$ cat src/hw/rtl/alphabet_random_symbol_drawer_defines.svh
// Assertion macros shared by the symbol drawer RTL.
// No dependencies; included by files that carry concurrent checks.
`ifndef ALPHABET_RANDOM_SYMBOL_DRAWER_DEFINES_SVH
`define ALPHABET_RANDOM_SYMBOL_DRAWER_DEFINES_SVH

// Same-cycle implication, disabled while reset is asserted.
`define ARDS_ASSERT_NOW(lbl, clk, rst_n, ante, cons, msg) \
    lbl: assert property (@(posedge clk) disable iff (!rst_n) (ante) |-> (cons)) \
        else $error(msg);

// Next-cycle implication, disabled while reset is asserted.
`define ARDS_ASSERT_NEXT(lbl, clk, rst_n, ante, cons, msg) \
    lbl: assert property (@(posedge clk) disable iff (!rst_n) (ante) |=> (cons)) \
        else $error(msg);

`endif

$ cat src/hw/rtl/ards_pkg.sv
// Package for the alphabet random symbol drawer: widths, codes, constants, types.
// No dependencies.
`timescale 1ns / 1ps

package ards_pkg;

    localparam int unsigned SYMBOL_VALUES_DEF = 256;

    localparam int unsigned BYTE_W     = 8;
    localparam int unsigned OP_W       = 2;
    localparam int unsigned SIZE_W     = 9;
    localparam int unsigned GEN_W      = 31;
    localparam int unsigned MULB_W     = 15;
    localparam int unsigned PROD_W     = GEN_W + MULB_W;
    localparam int unsigned CHUNK_W    = 32;
    localparam int unsigned POS_W      = 5;
    localparam int unsigned PC_W       = 6;
    localparam int unsigned CFG_IDX_W  = 1;
    localparam int unsigned CFG_DATA_W = 31;

    // opcodes
    localparam logic [OP_W-1:0] OP_CLEAR = 2'd0;
    localparam logic [OP_W-1:0] OP_ADD   = 2'd1;
    localparam logic [OP_W-1:0] OP_DRAW  = 2'd2;

    // config register indexes
    localparam logic [CFG_IDX_W-1:0] CFG_SEED     = 1'd0;
    localparam logic [CFG_IDX_W-1:0] CFG_EXCL_NUL = 1'd1;

    // Park-Miller minimal standard generator
    localparam logic [GEN_W-1:0]  LCG_MOD    = 31'h7FFF_FFFF;
    localparam logic [MULB_W-1:0] LCG_MULT   = 15'd16807;
    localparam logic [GEN_W-1:0]  SEED_RESET = 31'd1;

    typedef struct packed {
        logic              found;
        logic [POS_W-1:0]  pos;
        logic [PC_W-1:0]   count;
    } t_scan_res;

    typedef struct packed {
        logic [GEN_W-1:0]  rem;
        logic [MULB_W:0]   quot;
    } t_fold_res;

endpackage

$ cat src/hw/rtl/ards_in_if.sv
// Input channel of the symbol drawer: valid/ready plus opcode and text byte.
// Depends on ards_pkg.
`timescale 1ns / 1ps

interface ards_in_if;
    logic                          valid;
    logic                          ready;
    logic [ards_pkg::OP_W-1:0]     opcode;
    logic [ards_pkg::BYTE_W-1:0]   text_byte;

    modport source (output valid, output opcode, output text_byte, input ready);
    modport sink   (input valid, input opcode, input text_byte, output ready);
endinterface

$ cat src/hw/rtl/ards_out_if.sv
// Result channel of the symbol drawer: valid/ready plus symbol, size and error.
// Depends on ards_pkg.
`timescale 1ns / 1ps

interface ards_out_if;
    logic                          valid;
    logic                          ready;
    logic [ards_pkg::BYTE_W-1:0]   symbol;
    logic [ards_pkg::SIZE_W-1:0]   alphabet_size;
    logic                          empty_error;

    modport source (output valid, output symbol, output alphabet_size,
                    output empty_error, input ready);
    modport sink   (input valid, input symbol, input alphabet_size,
                    input empty_error, output ready);
endinterface

$ cat src/hw/rtl/ards_arith.sv
// Shared arithmetic unit: registered 31x15 multiply, then fold modulo 2^31-1.
// Depends on ards_pkg.
`timescale 1ns / 1ps

module ards_arith (
    input  logic                          i_clk,
    input  logic [ards_pkg::GEN_W-1:0]    i_a,
    input  logic [ards_pkg::MULB_W-1:0]   i_b,
    output ards_pkg::t_fold_res           o_fold
);
    import ards_pkg::*;

    logic [PROD_W-1:0]  r_prod;
    logic [MULB_W-1:0]  w_hi;
    logic [GEN_W-1:0]   w_lo;
    logic [GEN_W:0]     w_sum;
    logic               w_ge;

    always_ff @(posedge i_clk) begin
        r_prod <= PROD_W'(i_a) * PROD_W'(i_b);
    end

    // x = hi*2^31 + lo = hi*M + (hi + lo); hi + lo < 2M so one subtract fixes it
    assign w_hi  = r_prod[PROD_W-1:GEN_W];
    assign w_lo  = r_prod[GEN_W-1:0];
    assign w_sum = (GEN_W+1)'(w_hi) + (GEN_W+1)'(w_lo);
    assign w_ge  = (w_sum >= {1'b0, LCG_MOD});

    assign o_fold.rem  = w_ge ? GEN_W'(w_sum - {1'b0, LCG_MOD}) : w_sum[GEN_W-1:0];
    assign o_fold.quot = (MULB_W+1)'(w_hi) + (MULB_W+1)'(w_ge);

endmodule

$ cat src/hw/rtl/ards_rank_scan.sv
// Rank select over one 32-bit chunk of the presence map.
// Depends on ards_pkg.
`timescale 1ns / 1ps

module ards_rank_scan (
    input  logic [ards_pkg::CHUNK_W-1:0]  i_chunk,
    input  logic [ards_pkg::SIZE_W-1:0]   i_rank,
    output ards_pkg::t_scan_res           o_res
);
    import ards_pkg::*;

    logic [CHUNK_W-1:0] w_below;
    logic [PC_W-1:0]    w_prefix;
    logic               w_found;
    logic [POS_W-1:0]   w_pos;

    // at most one set bit has exactly i_rank set bits below it
    always_comb begin
        w_found  = 1'b0;
        w_pos    = '0;
        w_below  = '0;
        w_prefix = '0;
        for (int j = 0; j < CHUNK_W; j++) begin
            w_below  = i_chunk & ((CHUNK_W'(1) << j) - CHUNK_W'(1));
            w_prefix = PC_W'($countones(w_below));
            if (i_chunk[j] && (SIZE_W'(w_prefix) == i_rank)) begin
                w_found = 1'b1;
                w_pos   = w_pos | POS_W'(j);
            end
        end
    end

    assign o_res.found = w_found;
    assign o_res.pos   = w_pos;
    assign o_res.count = PC_W'($countones(i_chunk));

endmodule

$ cat src/hw/rtl/alphabet_random_symbol_drawer.sv
// Top level of the alphabet random symbol drawer: sequencer, presence map, config.
// Depends on ards_pkg, ards_in_if, ards_out_if, ards_arith, ards_rank_scan and the defines header.
`timescale 1ns / 1ps
`include "alphabet_random_symbol_drawer_defines.svh"

// Learns the byte alphabet of a text and draws random symbols from it. Every
// input transfer (clear, add, draw, or the unused code which only reports
// state) yields exactly one result transfer. The block handles one item at a
// time and drops i_in.ready from acceptance until the result is loaded into
// the output register; a finished result may wait there while the next item
// is taken. Clear and add go from S_EXEC through S_FIN into the output
// register, as does a draw on an empty alphabet. A draw runs the shared
// multiply/fold unit twice (generator step x*16807 mod 2^31-1, then the
// scaled index floor(x*size/(2^31-1))) in S_EXEC, S_RED1, S_MUL2 and
// S_RED2, then walks the presence map in S_SCAN in 32-bit chunks, one
// chunk per cycle, up to the chunk holding the wanted rank, and ends in
// S_FIN. The presence map lives in flops and is cleared at once, both by
// reset and by the clear operation. A zero seed, or a seed equal to the
// modulus, loads 1. Config writes are taken any time but are meant for an
// idle block.
module alphabet_random_symbol_drawer #(
    parameter int unsigned SYMBOL_VALUES = ards_pkg::SYMBOL_VALUES_DEF
) (
    input  logic                              i_clk,
    input  logic                              i_rst_n,
    ards_in_if.sink                           i_in,
    ards_out_if.source                        o_out,
    input  logic                              i_cfg_we,
    input  logic [ards_pkg::CFG_IDX_W-1:0]    i_cfg_index,
    input  logic [ards_pkg::CFG_DATA_W-1:0]   i_cfg_data
);
    import ards_pkg::*;

    localparam int unsigned NUM_CHUNKS  = (SYMBOL_VALUES + CHUNK_W - 1) / CHUNK_W;
    localparam int unsigned CHUNK_IDX_W = (NUM_CHUNKS > 1) ? $clog2(NUM_CHUNKS) : 1;
    localparam int unsigned PAD_W       = (2 ** CHUNK_IDX_W) * CHUNK_W;
    localparam int unsigned MAP_IDX_W   = $clog2(SYMBOL_VALUES);

    typedef enum logic [2:0] {
        S_IDLE,
        S_EXEC,
        S_RED1,
        S_MUL2,
        S_RED2,
        S_SCAN,
        S_FIN
    } t_state;

    // control
    t_state                   r_fsm,       n_fsm;
    logic [SYMBOL_VALUES-1:0] r_map,       n_map;
    logic [SIZE_W-1:0]        r_count,     n_count;
    logic [GEN_W-1:0]         r_gen,       n_gen;
    logic [GEN_W-1:0]         r_seed;
    logic                     r_excl;
    logic                     r_out_valid, n_out_valid;
    // payload
    logic [OP_W-1:0]          r_op,        n_op;
    logic [BYTE_W-1:0]        r_byte,      n_byte;
    logic [SIZE_W-1:0]        r_rank,      n_rank;
    logic [CHUNK_IDX_W-1:0]   r_chunk,     n_chunk;
    logic [BYTE_W-1:0]        r_sym,       n_sym;
    logic                     r_err,       n_err;
    logic [BYTE_W-1:0]        r_out_sym,   n_out_sym;
    logic [SIZE_W-1:0]        r_out_size,  n_out_size;
    logic                     r_out_err,   n_out_err;

    logic [GEN_W-1:0]         w_mul_a;
    logic [MULB_W-1:0]        w_mul_b;
    t_fold_res                w_fold;
    t_scan_res                w_scan;
    logic [PAD_W-1:0]         w_map_pad;
    logic                     w_skip;
    logic [MAP_IDX_W-1:0]     w_idx;

    // shared unit: generator step in S_EXEC, scaled index in S_MUL2
    assign w_mul_a = r_gen;
    assign w_mul_b = (r_fsm == S_MUL2) ? MULB_W'(r_count) : LCG_MULT;

    ards_arith u_arith (
        .i_clk  (i_clk),
        .i_a    (w_mul_a),
        .i_b    (w_mul_b),
        .o_fold (w_fold)
    );

    assign w_map_pad = PAD_W'(r_map);

    ards_rank_scan u_scan (
        .i_chunk (w_map_pad[r_chunk*CHUNK_W +: CHUNK_W]),
        .i_rank  (r_rank),
        .o_res   (w_scan)
    );

    assign w_idx  = r_byte[MAP_IDX_W-1:0];
    assign w_skip = ((r_byte == '0) && r_excl)
                 || (SIZE_W'(r_byte) >= SIZE_W'(SYMBOL_VALUES));

    assign i_in.ready          = (r_fsm == S_IDLE);
    assign o_out.valid         = r_out_valid;
    assign o_out.symbol        = r_out_sym;
    assign o_out.alphabet_size = r_out_size;
    assign o_out.empty_error   = r_out_err;

    always_comb begin
        n_fsm       = r_fsm;
        n_map       = r_map;
        n_count     = r_count;
        n_gen       = r_gen;
        n_op        = r_op;
        n_byte      = r_byte;
        n_rank      = r_rank;
        n_chunk     = r_chunk;
        n_sym       = r_sym;
        n_err       = r_err;
        n_out_valid = r_out_valid && !o_out.ready;
        n_out_sym   = r_out_sym;
        n_out_size  = r_out_size;
        n_out_err   = r_out_err;

        case (r_fsm)
            S_IDLE: begin
                if (i_in.valid) begin
                    n_op   = i_in.opcode;
                    n_byte = i_in.text_byte;
                    n_fsm  = S_EXEC;
                end
            end
            S_EXEC: begin
                n_sym = '0;
                n_err = 1'b0;
                n_fsm = S_FIN;
                case (r_op)
                    OP_CLEAR: begin
                        n_map   = '0;
                        n_count = '0;
                        n_gen   = ((r_seed == '0) || (r_seed == LCG_MOD)) ? SEED_RESET : r_seed;
                    end
                    OP_ADD: begin
                        if (!w_skip && !r_map[w_idx]) begin
                            n_map[w_idx] = 1'b1;
                            n_count      = r_count + SIZE_W'(1);
                        end
                    end
                    OP_DRAW: begin
                        // product r_gen*16807 is captured at this edge
                        if (r_count == '0) begin
                            n_err = 1'b1;
                        end else begin
                            n_fsm = S_RED1;
                        end
                    end
                    default: begin
                    end
                endcase
            end
            S_RED1: begin
                n_gen = w_fold.rem;
                n_fsm = S_MUL2;
            end
            S_MUL2: begin
                n_fsm = S_RED2;
            end
            S_RED2: begin
                n_rank  = w_fold.quot[SIZE_W-1:0];
                n_chunk = '0;
                n_fsm   = S_SCAN;
            end
            S_SCAN: begin
                if (w_scan.found) begin
                    n_sym = BYTE_W'({r_chunk, w_scan.pos});
                    n_fsm = S_FIN;
                end else begin
                    n_rank  = r_rank - SIZE_W'(w_scan.count);
                    n_chunk = r_chunk + CHUNK_IDX_W'(1);
                end
            end
            S_FIN: begin
                if (!r_out_valid || o_out.ready) begin
                    n_out_valid = 1'b1;
                    n_out_sym   = r_sym;
                    n_out_size  = r_count;
                    n_out_err   = r_err;
                    n_fsm       = S_IDLE;
                end
            end
            default: begin
                n_fsm = S_IDLE;
            end
        endcase
    end

    always_ff @(posedge i_clk) begin
        if (!i_rst_n) begin
            r_fsm       <= S_IDLE;
            r_map       <= '0;
            r_count     <= '0;
            r_gen       <= SEED_RESET;
            r_seed      <= SEED_RESET;
            r_excl      <= 1'b1;
            r_out_valid <= 1'b0;
        end else begin
            r_fsm       <= n_fsm;
            r_map       <= n_map;
            r_count     <= n_count;
            r_gen       <= n_gen;
            r_out_valid <= n_out_valid;
            if (i_cfg_we) begin
                case (i_cfg_index)
                    CFG_SEED:     r_seed <= i_cfg_data[GEN_W-1:0];
                    CFG_EXCL_NUL: r_excl <= i_cfg_data[0];
                    default: begin
                    end
                endcase
            end
        end
        r_op       <= n_op;
        r_byte     <= n_byte;
        r_rank     <= n_rank;
        r_chunk    <= n_chunk;
        r_sym      <= n_sym;
        r_err      <= n_err;
        r_out_sym  <= n_out_sym;
        r_out_size <= n_out_size;
        r_out_err  <= n_out_err;
    end

    // checks
    `ARDS_ASSERT_NOW(a_count_matches_map, i_clk, i_rst_n, 1'b1, (32'(r_count) == $countones(r_map)), "symbol count out of step with presence map")
    `ARDS_ASSERT_NOW(a_gen_in_range, i_clk, i_rst_n, 1'b1, ((r_gen != '0) && (r_gen != LCG_MOD)), "generator state left 1 .. 2^31-2")
    `ARDS_ASSERT_NEXT(a_busy_after_accept, i_clk, i_rst_n, (i_in.valid && i_in.ready), !i_in.ready, "input taken while an item is in work")

endmodule

$ cat src/flat_wrapper.sv
// flat-port wrapper written by rule: the top's interface ports become plain ports
module alphabet_random_symbol_drawer_flat import ards_pkg::*;
#(
    parameter int unsigned SYMBOL_VALUES = ards_pkg::SYMBOL_VALUES_DEF
)
  (i_clk, i_rst_n, i_cfg_we, i_cfg_index, i_cfg_data, i_in_valid, i_in_opcode, i_in_text_byte, i_in_ready, o_out_valid, o_out_symbol, o_out_alphabet_size, o_out_empty_error, o_out_ready);
  ards_in_if i_in_i ();
  ards_out_if o_out_i ();
  input  logic i_clk;
  input  logic i_rst_n;
  input  logic i_cfg_we;
  input  logic [ards_pkg::CFG_IDX_W-1:0] i_cfg_index;
  input  logic [ards_pkg::CFG_DATA_W-1:0] i_cfg_data;
  input wire logic [$bits(i_in_i.valid)-1:0] i_in_valid;
  input wire logic [$bits(i_in_i.opcode)-1:0] i_in_opcode;
  input wire logic [$bits(i_in_i.text_byte)-1:0] i_in_text_byte;
  output wire logic [$bits(i_in_i.ready)-1:0] i_in_ready;
  output wire logic [$bits(o_out_i.valid)-1:0] o_out_valid;
  output wire logic [$bits(o_out_i.symbol)-1:0] o_out_symbol;
  output wire logic [$bits(o_out_i.alphabet_size)-1:0] o_out_alphabet_size;
  output wire logic [$bits(o_out_i.empty_error)-1:0] o_out_empty_error;
  input wire logic [$bits(o_out_i.ready)-1:0] o_out_ready;
  assign i_in_i.valid = i_in_valid;
  assign i_in_i.opcode = i_in_opcode;
  assign i_in_i.text_byte = i_in_text_byte;
  assign i_in_ready = i_in_i.ready;
  assign o_out_valid = o_out_i.valid;
  assign o_out_symbol = o_out_i.symbol;
  assign o_out_alphabet_size = o_out_i.alphabet_size;
  assign o_out_empty_error = o_out_i.empty_error;
  assign o_out_i.ready = o_out_ready;
  alphabet_random_symbol_drawer #(.SYMBOL_VALUES(SYMBOL_VALUES)) u_core (.i_clk(i_clk), .i_rst_n(i_rst_n), .i_in(i_in_i), .o_out(o_out_i), .i_cfg_we(i_cfg_we), .i_cfg_index(i_cfg_index), .i_cfg_data(i_cfg_data));
endmodule
$ cat config.mk
export PLATFORM = sky130hd
export DESIGN_NAME = alphabet_random_symbol_drawer_flat
export DESIGN_NICKNAME = d
export VERILOG_FILES = /design/src/hw/rtl/ards_pkg.sv /design/src/hw/rtl/ards_in_if.sv /design/src/hw/rtl/ards_out_if.sv /design/src/hw/rtl/ards_arith.sv /design/src/hw/rtl/ards_rank_scan.sv /design/src/hw/rtl/alphabet_random_symbol_drawer.sv /design/src/flat_wrapper.sv
export VERILOG_INCLUDE_DIRS = /design/src /design/src/hw/rtl
export SDC_FILE = /design/constraint.sdc
export NUM_CORES = 2
export LEC_CHECK = 0
export ABC_AREA = 1
export BUFFER_PORTS_ARGS = -buffer_cell sky130_fd_sc_hd__buf_2
export CORE_ASPECT_RATIO = 1.25
export CORE_UTILIZATION = 41
export DETAILED_ROUTE_END_ITERATION = 7
export GPL_TIMING_DRIVEN = 0
export SLEW_MARGIN = 5
export SYNTH_ARGS = -nofsm -noshare
export SYNTH_HDL_FRONTEND = slang
export SYNTH_HIERARCHICAL = 1
export SYNTH_SLANG_ARGS = --single-unit
$ cat constraint.sdc
create_clock -name i_clk -period 8 [get_ports i_clk]
set_input_delay 2.4 -clock i_clk [delete_from_list [all_inputs] [get_ports i_clk]]
set_output_delay 2.4 -clock i_clk [all_outputs]
set_load 0.005 [all_outputs]
Word level (Yosys, flattened, before mapping)
Cells that the tools add are included.
{ "word_totals": {"register_bits": 427} }
{ "classes": {"addsub": 86, "n_mul": 1, "magnitude_cmp": 3, "n_eq_ne": 50, "n_shift": 1, "n_mux": 132, "bitwise_logic": 1, "reduce_logical": 60} }
{ "op_table": {"columns": ["operator", "n"], "rows": [
  ["two-way mux 256 bit", 4],
  ["one-hot mux 256 bit (2 select lines)", 1],
  ["two-way mux 31 bit", 9],
  ["equality test 6 x 9 -> 1 bit", 30],
  ["OR 256 bit", 1],
  ["variable part select 256 x 9 -> 32 bit", 1],
  ["adder 6 bit", 40],
  ["two-way mux 5 bit", 16],
  ["two-way mux 9 bit", 8],
  ["one-hot mux 31 bit (2 select lines)", 1],
  ["adder 6 x 1 -> 6 bit", 10],
  ["two-way mux 3 bit", 17],
  ["two-way mux 1 bit", 50],
  ["two-way mux 8 bit", 6],
  ["multiplier 31 x 15 -> 46 bit", 1],
  ["logical AND 1 bit", 36],
  ["one-hot mux 9 bit (2 select lines)", 2],
  ["adder 1 x 1 -> 2 bit", 16],
  ["adder 15 x 31 -> 32 bit", 1],
  ["greater-or-equal comparator 32 x 31 -> 1 bit (second input constant)", 1],
  ["two-way mux 4 bit", 8],
  ["equality test 31 bit (second input constant)", 1],
  ["logical NOT 31 bit", 1],
  ["subtractor 31 bit (second input constant)", 1],
  ["37 further kinds", 72]
]} }

Longest topological paths before layout
{ "logic_depth": {"depth_word": 37, "ltp_mapped": 49} }

Modules after synthesis
The synthesis kept the hierarchy.
{ "by_module_without_submodules": {"columns": ["mod", "instances", "cells_each", "area_per_inst_um2", "seq_area_each_um2"], "rows": [
  ["alphabet_random_symbol_drawer", 1, 3058, 20066.7, 8117.8],
  ["ards_arith", 1, 2700, 19085.8, 920.9],
  ["ards_rank_scan", 1, 1180, 7313.3, 0.0]
]} }

Worst setup path before layout
No wires, ideal clock.
{ "synth_timing": {"path_kind": "register to register", "start": "register u_core.r_chunk[0]", "end": "register u_core.r_chunk[0], enable pin", "setup_ns": 0.385, "t_arrival_ns": 8.501, "required_time_ns": 7.615, "path_slack_ns": -0.886, "stages_incl_launch_ff": 38, "n_path_buf": 5, "synth_period_minus_slack_ns": 8.886, "path_cell_list": "edfxtp_1 -> clkbuf_1 -> clkbuf_1 -> clkbuf_1 -> nand2_1 -> a221oi_1 -> a31oi_1 -> ha_1 -> inv_1 -> fa_1 -> fa_1 -> inv_1 -> fa_1 -> inv_1 -> fa_1 -> inv_1 -> ha_1 -> fa_1 -> (+2 left out) -> fa_1 -> inv_1 -> ha_1 -> inv_1 -> fa_1 -> inv_1 -> a21oi_1 -> nand2_1 -> xor2_1 -> nor2_1 -> nand2_1 -> nand2_1 -> nor2_1 -> nand2_1 -> nor2_1 -> nand3_1 -> buf_4 -> a21oi_1"} }
{ "synth_via": {"elab_chain_cells": 36} }
{ "synth_lines": {"columns": ["item", "line_no", "text"], "rows": [
  ["start, declared", "alphabet_random_symbol_drawer.sv:61", "logic [CHUNK_IDX_W-1:0] r_chunk, n_chunk;"],
  ["start signal, assigned", "alphabet_random_symbol_drawer.sv:220", "r_chunk <= n_chunk;"],
  ["variable part select 256 x 9 -> 32 bit (*)", "alphabet_random_symbol_drawer.sv:90", ".i_chunk (w_map_pad[r_chunk*CHUNK_W +: CHUNK_W]),"],
  ["branches (longest 32 deep; another with adder 6 bit)", null, null],
  ["two-way mux 1 bit (*)", "ards_rank_scan.sv:26", "if (i_chunk[j] && (SIZE_W'(w_prefix) == i_rank)) begin"],
  ["net u_core.u_scan.w_found", "ards_rank_scan.sv:14", "logic w_found;"],
  ["inequality test 2 bit (no source line) (*)", null, null],
  ["AND reduction 2 bit (no source line) (*)", null, null]
]} }
Mark *: on every way through the listed nets, which the timed path passes.
A chain may end at the register's enable or synchronous reset.

==> metrics.md <==
| Metric | Value |
|---|---|
| Status | `complete, but fails checks` |
| Failing checks | `capacitance limit, slew limit, setup timing` |
| Worst Setup Slack post-DPL | `-3101 ps` |
| Number of search-and-repair iterations in the first detailed-routing pass | `6` |
| Final global-route overflow total | `0` |
| Number of antenna violations at the first check in global routing | `3` |
| Final Routed Wirelength | `208400 um` |
| Area growth from synthesis to layout | `12.05%` |
| Total instance count after detailed placement | `8464` |
| Depth of the most critical reg-to-reg path | `37` |
| Unrepaired setup endpoints after global routing | `true` |
| Number of standard cells after synthesis | `6919` |
| Number of buffers on the longest clock path | `3` |
| Delay of the slowest cell on the worst path | `630 ps` |
| Clock root cell | `clkbuf_16` |
| Clock-pin slew of the registers on the worst-case setup and hold paths | `70 ps` |
| Kind of cell adding the most delay to the critical path | `adder cells` |
| Final slew viol count | `22` |
| Number of global-route vias before repair | `46440` |
| Clock Sink Count | `427` |
| Final worst path period share | `106.0%` |
| Cell area reported after detailed placement | `48680 sq um` |
| Req. time, crit path | `8320 ps` |
| Antenna-violating nets left | `0` |
| Highest net fanout along the worst path | `8` |
| Number of levels the H-tree was split into | `2` |
| Number of placement rows | `137` |
| Routed vias | `46940` |
| IO buf count | `65` |
| DIE HEIGHT | `377.9 um` |
| Mapped cell area | `46360 sq um` |
| Via-per-instance ratio | `5.448` |
| Worst setup EP type | `flop` |
| Global placement routability congestion | `1.055` |
| Synth warnings | `6` |
| Final hold slack | `410.0 ps` |
| Final period demand of the worst path | `8480 ps` |
| Start-to-end type of the worst setup path | `flop to flop` |
| Count of pins on the block boundary | `67` |
| Net count of the finished layout | `7849` |
| Worst-Skew Late Latency | `660 ps` |
| Worst Skew | `50.84 ps` |
| Most common cell on crit path | `fa_2` |
| Post-DR wirelength/cell | `24.18 um` |
| Hold WC Path Type | `flop to flop` |
| Count of unresolved DRC violations after routing | `0` |
| Crit path buffers/inverters | `13` |
| Least-Margin Pin Slew | `1548 ps` |
| Number of buffers inserted during clock tree synthesis | `49` |
| Met2 wirelength from detailed routing | `99330 um` |
| Total setup violations reported at the end of the flow | `31` |
| Largest net degree at the start of global routing | `15` |
| Post-layout instance count excluding filler cells | `8617` |
| Highest clock rate | `117.9 MHz` |
| Total number of cells along the worst setup path | `37` |
| Overall global routing resource usage | `36.44%` |
| Area of the core region | `111800 sq um` |
| Mean area per synthesized cell | `6.700 sq um` |
| Data arrival time of the critical path | `8800 ps` |
| Cell with the largest stage delay on the worst path | `fa_2` |
| Half-perimeter wire length after detailed placement | `162700 um` |
| Number of fillers in the final layout | `11880` |
| Clock tree from TritonCTS | `yes` |
| Setup slack after layout | `-480.4 ps` |
| Die footprint | `114400 sq um` |
| Starting Density | `41.48%` |
| Post-route standard cell area excluding fillers | `51940 sq um` |
| Hold violation count in the final report | `0` |
| Wire length of the first global-routing pass | `301900 um` |
| Kind of launch point of the worst setup path | `flop` |
| Proportion of layout cells with a drive suffix above 1 | `7.812%` |
| Highest metal layer with signal wires | `met5` |
| Die W | `302.8 um` |
| Sum of routed wire segments on met1 | `72280 um` |
| Max-capacitance violation count | `2` |
| Detail Route met3 WL | `15400 um` |
| Relative max-transition margin | `-3.231%` |
| Number of cells on the worst hold path | `0` |
| Initial DRC Count | `4212` |
routing by layer:
metal | up-vias | global-route usage (%)
li1 | 21520 | -
met5 | - | 0
met2 | 2246 | 62.34
met1 | 22420 | 39.53
met4 | 2 | 30.75
met3 | 763 | 5.324
registers in the layout, summed over array words and instances (netlist names), 8 cells and up:
register / cells
u_core/r_gen: 31
u_core/u_arith/r_prod: 46
u_core/o_out.symbol: 8
u_core/r_byte: 8
u_core/r_rank: 9
u_core/r_map: 256
u_core/r_count: 9
u_core/r_seed: 31
u_core/o_out.alphabet_size: 9
u_core/r_sym: 8
worst paths after layout:
kind                                        start  slack [ps]                endpoint
worst min register to register    u_core/r_sym[6]         410  u_core/o_out.symbol[6]
worst min-delay path              u_core/r_sym[6]         410  u_core/o_out.symbol[6]
worst max register to register  u_core/r_chunk[0]        -480         u_core/r_sym[2]
worst max-delay path            u_core/r_chunk[0]        -480         u_core/r_sym[2]
cell usage in the layout (no fill, tap or decap), drive strengths merged, types with 55 or more instances in the layout:
cell	n
a31oi	69
o21ai	281
dfxtp	378
inv	1306
clkbuf	294
a21oi	469
xnor2	55
nand2	2054
xor2	93
nand3	279
buf	229
ha	237
fa	446
nor2	640
worst register-to-register path: cells and delay by family (launching register included):
kind                       cells  cell delay, ps
AOI/OAI and AO/OA              4             790
xor gates and xnor gates       1             190
adders and majority gates     10            4320
buffers and inverters         13            1300
DFF                            1             380
and+or+nand+nor                9            1190
stage by stage:
stage | util [%] | TNS [ps]
after global placement | 43.53 | -96130
after detailed placement | 43.56 | -95480
after CTS | 46.25 | -12290
after floorplan | - | 0
final | 46.48 | -11820
after global routing | 46.47 | -16470
area by class of cell:
cell class	count	area [sq um]	share of cell area, %
Clock buffer	67	1511	2.910
Clock inverter	21	211.5	0.4071
Tap cell	1459	1826	3.514
Multi-Input combinational cell	4879	31550	60.74
Timing Repair Buffer	133	978.4	1.884
Sequential cell	427	9039	17.40
Buffer	323	1888	3.635
Inverter	1306	4935	9.500
Antenna cell	2	5.005	0.009635
what timing repair did:
action | 4_1_cts | 5_1_grt
setup endpoints to repair | 40 | 45
buffers inserted | 59 | 12
pin swaps | 50 | 48
cloned | 3 | 0
hold buffers | 0 | 0
gates resized for setup | 190 | 72
Power is not shown: default switching activity piles up to over one toggle a cycle in this logic, so the estimate is an artifact.
